### config.mk
export PLATFORM = sky130hd
export DESIGN_NAME = round_robin_four_queue_merge
export DESIGN_NICKNAME = d
export VERILOG_FILES = /design/src/design/rrfq_pkg.sv /design/src/design/round_robin_four_queue_merge.sv /design/src/design/rrfq_front.sv /design/src/design/rrfq_back.sv
export SDC_FILE = /design/constraint.sdc
export NUM_CORES = 2
export LEC_CHECK = 0
export ABC_AREA = 1
export BUFFER_PORTS_ARGS = -buffer_cell sky130_fd_sc_hd__buf_2
export CORE_MARGIN = 1.5
export CORE_UTILIZATION = 55
export DETAILED_ROUTE_END_ITERATION = 8
export GPL_TIMING_DRIVEN = 0
export PLACE_DENSITY = 0.74
export SYNTH_ARGS = -nofsm -noshare
export SYNTH_HDL_FRONTEND = slang
export SYNTH_SLANG_ARGS = --single-unit
### constraint.sdc
create_clock -name clk -period 6.1 [get_ports clk]
set_input_delay 1.22 -clock clk [delete_from_list [all_inputs] [get_ports clk]]
set_output_delay 1.22 -clock clk [all_outputs]
set_load 0.05 [all_outputs]
### src/design/rrfq_pkg.sv
// ----------------------------------------------------------------------------
// rrfq_pkg
// Shared types and constants for the four-queue round-robin merge.
// ----------------------------------------------------------------------------
package rrfq_pkg;

  localparam int QUEUE_DEPTH_DEF = 16;
  localparam int IDENT_BITS_DEF  = 40;

  localparam int NUM_QUEUES      = 4;
  localparam int QUEUE_SEL_BITS  = 2;

  // Entries in the command queue between the front and the back.
  localparam int CMD_QUEUE_DEPTH = 2;

  typedef enum logic {
    KIND_PUSH = 1'b0,
    KIND_POP  = 1'b1
  } kind_t;

  typedef enum logic [1:0] {
    ST_PUSHED  = 2'd0,
    ST_DROPPED = 2'd1,
    ST_POPPED  = 2'd2,
    ST_EMPTY   = 2'd3
  } status_t;

  typedef enum logic [QUEUE_SEL_BITS-1:0] {
    DIR_WEST  = 2'd0,
    DIR_NORTH = 2'd1,
    DIR_SOUTH = 2'd2,
    DIR_EAST  = 2'd3
  } dir_t;

  typedef struct packed {
    kind_t kind;
    dir_t  dir;
  } cmd_ctrl_t;

endpackage

### src/design/round_robin_four_queue_merge.sv
// ----------------------------------------------------------------------------
// round_robin_four_queue_merge
// Four identifier queues (west, north, south, east) merged in round-robin
// order on pop requests.
// ----------------------------------------------------------------------------
// Input channel s_*: s_tuser is the word kind (push or pop), s_tdata holds
// the direction and the identifier. A push appends the identifier to the
// queue its direction names; a push to a full queue is dropped. A pop takes
// the head of the first non-empty queue, scanning cyclically from the queue
// after the last one served; once every queue is empty the scan restarts
// at west.
// Output channel m_*: one result word per input word, in input order.
// m_tuser carries the status, m_tdata the popped identifier and its queue
// (both zero on push results and on pops that find every queue empty).
// From input accept, the word sits in the front command queue until the
// back end executes it and loads the result register. Its single memory
// port serves one push write or one pop read each cycle. Throughput is one
// word per cycle while the receiver keeps m_tready high.
// When the receiver stalls, the result register holds and the two-entry
// command queue fills, then s_tready falls. Reset empties all queues and
// points the scan at west; the store contents are not cleared.
// ----------------------------------------------------------------------------
module round_robin_four_queue_merge import rrfq_pkg::*; #(
  parameter int QUEUE_DEPTH = QUEUE_DEPTH_DEF,
  parameter int IDENT_BITS  = IDENT_BITS_DEF
) (
  input  logic                                  clk,
  input  logic                                  rst,
  input  logic                                  s_tvalid,
  output logic                                  s_tready,
  // direction [1:0], ident [IDENT_BITS+1:2], zero padding above
  input  logic [((IDENT_BITS + 2 + 7) / 8) * 8 - 1:0] s_tdata,
  // kind [0]
  input  logic                                  s_tuser,
  output logic                                  m_tvalid,
  input  logic                                  m_tready,
  // out_ident [IDENT_BITS-1:0], out_direction [IDENT_BITS+1:IDENT_BITS],
  // zero padding above
  output logic [((IDENT_BITS + 2 + 7) / 8) * 8 - 1:0] m_tdata,
  // status [1:0]
  output logic [1:0]                            m_tuser
);

  localparam int DATA_BITS = ((IDENT_BITS + 2 + 7) / 8) * 8;

  logic                  cmd_valid;
  logic                  cmd_ready;
  cmd_ctrl_t             cmd_ctrl;
  logic [IDENT_BITS-1:0] cmd_ident;
  status_t               out_status;
  logic [IDENT_BITS-1:0] out_ident;
  logic [1:0]            out_dir;
  logic [DATA_BITS-1:0]  out_word;

  rrfq_front #(
    .IDENT_BITS (IDENT_BITS)
  ) u_front (
    .clk       (clk),
    .rst       (rst),
    .in_valid  (s_tvalid),
    .in_ready  (s_tready),
    .in_kind   (s_tuser),
    .in_dir    (s_tdata[1:0]),
    .in_ident  (s_tdata[IDENT_BITS+1:2]),
    .cmd_valid (cmd_valid),
    .cmd_ready (cmd_ready),
    .cmd_ctrl  (cmd_ctrl),
    .cmd_ident (cmd_ident)
  );

  rrfq_back #(
    .QUEUE_DEPTH (QUEUE_DEPTH),
    .IDENT_BITS  (IDENT_BITS)
  ) u_back (
    .clk        (clk),
    .rst        (rst),
    .cmd_valid  (cmd_valid),
    .cmd_ready  (cmd_ready),
    .cmd_ctrl   (cmd_ctrl),
    .cmd_ident  (cmd_ident),
    .out_valid  (m_tvalid),
    .out_ready  (m_tready),
    .out_status (out_status),
    .out_ident  (out_ident),
    .out_dir    (out_dir)
  );

  always_comb begin
    out_word = '0;
    out_word[IDENT_BITS-1:0]          = out_ident;
    out_word[IDENT_BITS+1:IDENT_BITS] = out_dir;
  end

  assign m_tdata = out_word;
  assign m_tuser = out_status;

endmodule

### src/design/rrfq_front.sv
// ----------------------------------------------------------------------------
// rrfq_front
// Accepts input words, classifies them into push or pop commands and holds
// them in a short command queue for the back end.
// ----------------------------------------------------------------------------
module rrfq_front import rrfq_pkg::*; #(
  parameter int IDENT_BITS = IDENT_BITS_DEF
) (
  input  logic                  clk,
  input  logic                  rst,
  input  logic                  in_valid,
  output logic                  in_ready,
  input  logic                  in_kind,
  input  logic [1:0]            in_dir,
  input  logic [IDENT_BITS-1:0] in_ident,
  output logic                  cmd_valid,
  input  logic                  cmd_ready,
  output cmd_ctrl_t             cmd_ctrl,
  output logic [IDENT_BITS-1:0] cmd_ident
);

  localparam int PW = (CMD_QUEUE_DEPTH > 1) ? $clog2(CMD_QUEUE_DEPTH) : 1;
  localparam int FW = $clog2(CMD_QUEUE_DEPTH + 1);
  localparam logic [PW-1:0] PTR_LAST = PW'(CMD_QUEUE_DEPTH - 1);
  localparam logic [FW-1:0] FILL_MAX = FW'(CMD_QUEUE_DEPTH);

  cmd_ctrl_t             slot_ctrl  [CMD_QUEUE_DEPTH];
  logic [IDENT_BITS-1:0] slot_ident [CMD_QUEUE_DEPTH];
  logic [PW-1:0]         wr_ptr;
  logic [PW-1:0]         rd_ptr;
  logic [FW-1:0]         fill;
  logic                  push_cmd;
  logic                  pop_cmd;
  cmd_ctrl_t             in_ctrl;

  // A pop names no queue, so its direction is cleared here.
  always_comb begin
    in_ctrl.kind = kind_t'(in_kind);
    in_ctrl.dir  = (kind_t'(in_kind) == KIND_POP) ? DIR_WEST : dir_t'(in_dir);
  end

  assign in_ready  = (fill != FILL_MAX);
  assign cmd_valid = (fill != '0);
  assign push_cmd  = in_valid && in_ready;
  assign pop_cmd   = cmd_valid && cmd_ready;
  assign cmd_ctrl  = slot_ctrl[rd_ptr];
  assign cmd_ident = slot_ident[rd_ptr];

  always_ff @(posedge clk) begin
    if (push_cmd) begin
      slot_ctrl[wr_ptr]  <= in_ctrl;
      slot_ident[wr_ptr] <= in_ident;
    end
  end

  always_ff @(posedge clk) begin
    if (rst) begin
      wr_ptr <= '0;
      rd_ptr <= '0;
      fill   <= '0;
    end else begin
      if (push_cmd) begin
        wr_ptr <= (wr_ptr == PTR_LAST) ? '0 : wr_ptr + 1'b1;
      end
      if (pop_cmd) begin
        rd_ptr <= (rd_ptr == PTR_LAST) ? '0 : rd_ptr + 1'b1;
      end
      if (push_cmd && !pop_cmd) begin
        fill <= fill + 1'b1;
      end else if (pop_cmd && !push_cmd) begin
        fill <= fill - 1'b1;
      end
    end
  end

endmodule

### src/design/rrfq_back.sv
// ----------------------------------------------------------------------------
// rrfq_back
// Executes push and pop commands against the four queues held in one
// shared memory, keeps the round-robin pointer and drives the result
// register.
// ----------------------------------------------------------------------------
module rrfq_back import rrfq_pkg::*; #(
  parameter int QUEUE_DEPTH = QUEUE_DEPTH_DEF,
  parameter int IDENT_BITS  = IDENT_BITS_DEF
) (
  input  logic                  clk,
  input  logic                  rst,
  input  logic                  cmd_valid,
  output logic                  cmd_ready,
  input  cmd_ctrl_t             cmd_ctrl,
  input  logic [IDENT_BITS-1:0] cmd_ident,
  output logic                  out_valid,
  input  logic                  out_ready,
  output status_t               out_status,
  output logic [IDENT_BITS-1:0] out_ident,
  output logic [1:0]            out_dir
);

  localparam int IW = (QUEUE_DEPTH > 1) ? $clog2(QUEUE_DEPTH) : 1;
  localparam int CW = $clog2(QUEUE_DEPTH + 1);
  localparam int AW = QUEUE_SEL_BITS + IW;
  localparam int MEM_WORDS = NUM_QUEUES << IW;
  localparam logic [IW-1:0] SLOT_LAST  = IW'(QUEUE_DEPTH - 1);
  localparam logic [CW-1:0] COUNT_FULL = CW'(QUEUE_DEPTH);

  logic [IDENT_BITS-1:0] mem [MEM_WORDS];
  logic [IDENT_BITS-1:0] rd_data;
  logic [IW-1:0]         head  [NUM_QUEUES];
  logic [IW-1:0]         tail  [NUM_QUEUES];
  logic [CW-1:0]         count [NUM_QUEUES];
  logic [1:0]            next_queue;

  logic                  take;
  logic                  is_push;
  logic                  is_pop;
  logic                  push_full;
  logic                  pop_found;
  logic [1:0]            pop_sel;
  logic                  busy_after;
  logic                  do_write;
  logic                  do_read;
  logic [AW-1:0]         wr_addr;
  logic [AW-1:0]         rd_addr;

  assign cmd_ready = !out_valid || out_ready;
  assign take      = cmd_valid && cmd_ready;
  assign is_push   = (cmd_ctrl.kind == KIND_PUSH);
  assign is_pop    = (cmd_ctrl.kind == KIND_POP);
  assign push_full = (count[cmd_ctrl.dir] == COUNT_FULL);

  // Cyclic scan from next_queue; the first queue holding an entry wins.
  always_comb begin
    logic [1:0] q;
    pop_found = 1'b0;
    pop_sel   = '0;
    for (int k = 0; k < NUM_QUEUES; k++) begin
      q = next_queue + 2'(k);
      if (!pop_found && (count[q] != '0)) begin
        pop_found = 1'b1;
        pop_sel   = q;
      end
    end
  end

  // Whether any entry is left once the selected head is taken.
  always_comb begin
    busy_after = 1'b0;
    for (int i = 0; i < NUM_QUEUES; i++) begin
      if (2'(i) == pop_sel) begin
        busy_after = busy_after || (count[i] > CW'(1));
      end else begin
        busy_after = busy_after || (count[i] != '0);
      end
    end
  end

  assign do_write = take && is_push && !push_full;
  assign do_read  = take && is_pop && pop_found;
  assign wr_addr  = {cmd_ctrl.dir, tail[cmd_ctrl.dir]};
  assign rd_addr  = {pop_sel, head[pop_sel]};

  always_ff @(posedge clk) begin
    if (do_write) begin
      mem[wr_addr] <= cmd_ident;
    end
    if (do_read) begin
      rd_data <= mem[rd_addr];
    end
  end

  always_ff @(posedge clk) begin
    if (rst) begin
      for (int i = 0; i < NUM_QUEUES; i++) begin
        head[i]  <= '0;
        tail[i]  <= '0;
        count[i] <= '0;
      end
      next_queue <= DIR_WEST;
      out_valid  <= 1'b0;
      out_status <= ST_PUSHED;
      out_dir    <= '0;
    end else begin
      if (take) begin
        out_valid <= 1'b1;
      end else if (out_ready) begin
        out_valid <= 1'b0;
      end
      if (take) begin
        out_dir <= (is_pop && pop_found) ? pop_sel : '0;
        if (is_push) begin
          if (push_full) begin
            out_status <= ST_DROPPED;
          end else begin
            out_status           <= ST_PUSHED;
            tail[cmd_ctrl.dir]   <= (tail[cmd_ctrl.dir] == SLOT_LAST) ?
                                    '0 : tail[cmd_ctrl.dir] + 1'b1;
            count[cmd_ctrl.dir]  <= count[cmd_ctrl.dir] + 1'b1;
          end
        end else if (pop_found) begin
          out_status     <= ST_POPPED;
          head[pop_sel]  <= (head[pop_sel] == SLOT_LAST) ? '0 : head[pop_sel] + 1'b1;
          count[pop_sel] <= count[pop_sel] - 1'b1;
          // A drained store restarts the scan at west.
          next_queue     <= busy_after ? pop_sel + 2'd1 : DIR_WEST;
        end else begin
          out_status <= ST_EMPTY;
        end
      end
    end
  end

  // rd_data changes only on a pop, which needs a free result register.
  assign out_ident = (out_status == ST_POPPED) ? rd_data : '0;

endmodule

* Yosys cells after proc, flatten, opt, wreduce, memory -nomap -nowiden
Memory sizes are Yosys's and may differ from the RTL's. A register that Yosys moved wholly into a read port is not among the register bits. Index checks and enable logic that the tools add are counted.
Word-level totals: output and inout bits 52, input port bits 53, register bits after elaboration 11, memories kept 6, RAM bits 2698, logic and storage cells 142
Operators by class: eq/ne operators 8, muxes and demuxes 61, add/sub/neg operators 12, reductions and logical operators 43, $lt $le $gt $ge 4, bitwise logic cells 1
Memory list:
- u_back.mem | words 64, width 40, rd ports 1, clocked after memory_dff 1, wr ports 1, RTL line rrfq_back.sv:31 | logic [IDENT_BITS-1:0] mem [MEM_WORDS];
- u_front.slot_ident | words 2, width 40, rd ports 1, clocked after memory_dff 1, wr ports 1, RTL line rrfq_front.sv:28 | logic [IDENT_BITS-1:0] slot_ident [CMD_QUEUE_DEPTH];
- u_back.count | words 4, width 5, rd ports 10, clocked after memory_dff 1, wr ports 4, RTL line rrfq_back.sv:35 | logic [CW-1:0] count [NUM_QUEUES];
- u_back.head | words 4, width 4, rd ports 1, clocked after memory_dff 0, wr ports 4, RTL line rrfq_back.sv:33 | logic [IW-1:0] head [NUM_QUEUES];
- u_back.tail | words 4, width 4, rd ports 1, clocked after memory_dff 0, wr ports 4, RTL line rrfq_back.sv:34 | logic [IW-1:0] tail [NUM_QUEUES];
- u_front.slot_ctrl | words 2, width 3, rd ports 1, clocked after memory_dff 1, wr ports 1, RTL line rrfq_front.sv:27 | cmd_ctrl_t slot_ctrl [CMD_QUEUE_DEPTH];
Operator list (number):
- $mux W40 | 1
- $reduce_bool A5 Y1 | 8
- $mux W1 | 38
- $mux W2 | 16
- $gt A5 B1 Y1 const B | 4
- $mux W4 | 4
- $logic_and A1 B1 Y1 | 12
- $mux W5 | 2
- $reduce_or A5 Y1 | 2
- $add A4 B1 Y4 const B | 2
- $eq A4 B4 Y1 const B | 2
- $reduce_or A4 Y1 | 2
- $logic_not A1 Y1 | 7
- $logic_or A1 B1 Y1 | 7
- $add A2 B1 Y2 const B | 3
- $reduce_bool A2 Y1 | 3
- $add A5 B1 Y5 const B | 1
- $eq A5 B5 Y1 const B | 1
- $sub A5 B1 Y5 const B | 1
- $add A2 B2 Y2 const B | 2
- $eq A2 B2 Y1 const A | 2
- $reduce_and A3 Y1 | 1
- $add A1 B1 Y1 const B | 2
- $eq A1 B2 Y1 const A | 1
- 5 further kinds | 5

* Logic depth before layout (Yosys ltp)
depth in word-level cells 22, depth in mapped cells 27, mapped depth without buffers 24

* Modules after synthesis
A second synthesis with hierarchy kept.
Second synthesis, totals: cell total of the unflattened synthesis 11575, area, all modules 120795.9 sq um
Modules (own cells, without submodules):
- rrfq_back | cells an instance 11393, instances 1, sequential area each 79816.6 sq um, area each 117184.9 sq um
- rrfq_front | cells an instance 175, instances 1, sequential area each 2682.6 sq um, area each 3562.2 sq um
- round_robin_four_queue_merge | cells an instance 7, instances 1, sequential area each 0.0 sq um, area each 48.8 sq um

* Worst setup path before layout
Ideal clock, no wire load.
path type input port to flip-flop, from in m_tready, to mem u_back.count[1][0] (netlist name) (enable), data required time 5.787 ns, stages on the path 12, setup time 0.313 ns, path buffers 0, slack 0.919 ns, arrival 4.868 ns, path through nor2_1 a21oi_1 clkinv_1 nor2_1 inv_1 nor2_1 inv_1 nor2_1 nor2_1 inv_1 nand2_1 nand2_1
RTL lines:
- start, declared | RTL line round_robin_four_queue_merge.sv:36 | input logic m_tready,
- end, declared | RTL line rrfq_back.sv:35

==> impl_metrics.toml <==
[logic_synthesis]
yosys_warnings = 0
ys_seq_area_frac = 0.7379
yosys.cell_count.top_type = "nand2_1"
synth.distinct_cells = 43
synthTopCellsByArea = "edfxtp_1 74%, nand2_1 12%, nand3_1 6.7%"
synthTopCellsByCount = "3685 x nand2_1, 2738 x edfxtp_1, 1505 x nand3_1"
syn_area_per_cell_um2 = 11.69
synthCells = 9564
netlist_area_mm2 = 0.1118
ys_ff_latch = 2752
synth_top_area_frac = 0.7353
synth-edff-count = 2738
synthFlopType = "edfxtp_1"
synthArstFlopShare = 0
yosysTopAreaCell = "edfxtp_1"

[hold_path]
min-delay-path-class = "in2reg"

[worst_setup_path]
crit_family = "simple AND/OR/NAND/NOR gates"
crit_path_max_incr_delay_ns = 0.67
critPathRequiredTime_ns = 6.80
crit_path_top_delay_cell = "buf_2"
cp_common_cell = "nand2_1"
crit_path_max_fanout = 10
worstSetupStartpointType = "register"
worstPathArrival_ns = 6.74
crit_chain = "nor2_1 -> nand3_1 -> nand2_1 -> nand2_1 -> nor2_1 -> nand4_1 -> nand2_1 -> nand2_2 -> nand3_1 -> nand3_2 -> nand2_2 -> buf_6 -> buf_2 -> buf_2 -> nand2_1 -> nand3_1 -> nand3_1 -> nand3_1 -> nand3_1 -> nand2_1 -> nand2_1 -> nand2_1"
cp_num_buf_inv = 3
endpoint_kind = "register"
crit_type = "reg2reg"

[routing]
drcViolationCount = 0
wirelength_um = 401100
wl_per_cell_um = 30.94
ant_nets = 0
vias = 80660
drtPass1Iterations = 6
dr.first_iter.drc_count = 14400
vias_per_cell = 6.222

[sta]
worst_pin_slew_ns = 1.596
fin_crit_ns = 6.038
post-route-period-util = 0.9898
rsz0062_at_grt = "true"
slew_headroom = -0.06679
setup_ws_ns = 0.06233
final-setup-viol-count = 0
final_max_slew_viol_count = 41
max_freq_mhz = 165.6
finClkSkew_ns = 0.06951
hold_viol_final = 0

[floorplan]
die_x_um = 453.9
die_h_um = 453.9
initial_core_util = 0.5532
dieArea_mm2 = 0.2060
io_pins = 105
placementRows = 165
core_area_mm2 = 0.2021

[final_layout]
layout.nets = 10140
nFillCells = 14810
regArea_mm2 = 0.08250
final_layout_size_suffix_gt1_frac = 0.1079
multiInputGateArea_mm2 = 0.02676
syn_to_final_growth_pct = 14.47

[placed_design]
dp_hpwl_um = 277100
gp_congestion = 1.033
io_buffers = 92
dp_slack_ns = 0.08317

[clocking]
worst_skew_pair.late_latency_ns = 0.97
cts_tree = "done"
clk_pin_slew_ns = 0.06
htree_levels = 5
numCtsBuffers = 296
cts_sinks = 2752
clockRootBuffer = "clkbuf_16"
cts_hold_buffers = 0
cts_buffer_depth = 4

[grt]
grtUsageTotal = 0.3853
grt_pass1_vias = 75720
grt_overflow = 0
antenna_found_initial = 30
grt_pass1_wl_um = 549900
grt_max_degree = 65

[run_status]
violations = "capacitance limit, slew limit"
status = "finished with violations"

[flow_run]
cap_violations = 4
-- registers in the layout, summed over array words and instances, names as in the netlist, named ones only --
register and cells:
u_front.wr_ptr 1, u_front.rd_ptr 1, u_front.slot_ident 80, u_back.out_status 2, u_back.out_valid 1, u_back.out_dir 2, u_front.fill 2, u_back.rd_data 40
u_back.next_queue 2, u_front.slot_ctrl 6, u_back.head 16, u_back.mem 2560, u_back.count 20, u_back.tail 16
-- through the flow --
step,setup TNS [ns],utilization,instance area (um2),hold WS (ns),instances
floorplan,0,-,111800,0.4263,9569
global placement,-4196.50,0.5721,115600,0.4368,12330
detailed placement,0,0.5882,118900,0.4524,12440
CTS,0,0.6324,127800,0.4090,12940
global route,-0.1127,0.6332,128000,0.4250,12960
finish,0,0.6333,128000,0.4358,12970
-- path summary, 6_finish.rpt --
| kind | startpoint | end | slack, ns | cells past startpoint |
|---|---|---|---|---|
| max | u_back.count[2][2] | u_back.rd_data[9] | 0.06 | 22 |
| min | s_tdata[29] | u_front.slot_ident[1][27] | 0.44 | 1 |
| max reg2reg | u_back.count[2][2] | u_back.rd_data[9] | 0.06 | 22 |
| min reg2reg | u_front.rd_ptr | u_front.rd_ptr | 0.47 | 1 |
-- cells in the final DEF (no fill, tap or decap), types with 3 or more instances in the layout --
cell        Yosys  layout
a21o_1        133     133
edfxtp_1     2738    2738
buf_16          0      34
nor2_1        354     287
inv_6           0       6
clkinv_1        3      61
ha_1           10      10
nand3_1      1505    1504
clkinv_2        0      42
buf_4          50      53
a21oi_1       303     303
nand2_1      3685    3644
diode_2         0      16
buf_1          39      39
clkbuf_4        0       3
or2_2           5       5
dfxtp_1        14      14
inv_2           8       8
o22ai_1         6       6
nand3_2         4       5
a22oi_1         4       4
clkbuf_16       0     304
xor2_1          3       3
clkbuf_1      143     200
nand2_4         2      41
nor2_2          4       8
a221oi_1        5       5
bufinv_16       0      18
nand2_2         5       7
buf_6           6       6
nor2_4          0      67
conb_1          1       6
buf_12          0      79
inv_1         167     167
nand4_1         5       5
clkinvlp_4      0       4
buf_2         320     409
o21ai_0        22      22
-- kinds of logic after synthesis --
family,Yosys count,synth area share
other cells,1,0.00003354
buf+inv,737,0.03043
simple gates,5578,0.2052
compound gates,483,0.02515
xor+xnor,3,0.0002350
fa+ha+maj,10,0.001119
flops,2752,0.7379
-- area by class of cell --
| cell class | instances | share of cell area |
|---|---|---|
| plain buffers | 558 | 0.02139 |
| inverters | 179 | 0.005269 |
| flip-flops and latches | 2752 | 0.6446 |
| diodes | 16 | 0.0003128 |
| well taps | 2672 | 0.02612 |
| clock buffers | 363 | 0.06117 |
| multi-input cells | 6084 | 0.2091 |
| clock inverters | 132 | 0.008563 |
| repair buffers | 209 | 0.02356 |
-- layer usage --
metal | track usage | vias up | wire [um]
li1 | - | 34220 | -
met3 | 0.1115 | 1236 | 56630
met4 | 0.3143 | 8 | 39030
met2 | 0.5636 | 6455 | 172400
met1 | 0.4782 | 38740 | 132900
met5 | 0 | - | 152
-- repair_timing --
item | CTS | global route
buffers inserted | 0 | 7
setup endpoints to repair | 0 | 315
resized for setup | 0 | 11
Power is not shown: default switching activity piles up to over one toggle a cycle in this logic, so the estimate is an artifact.
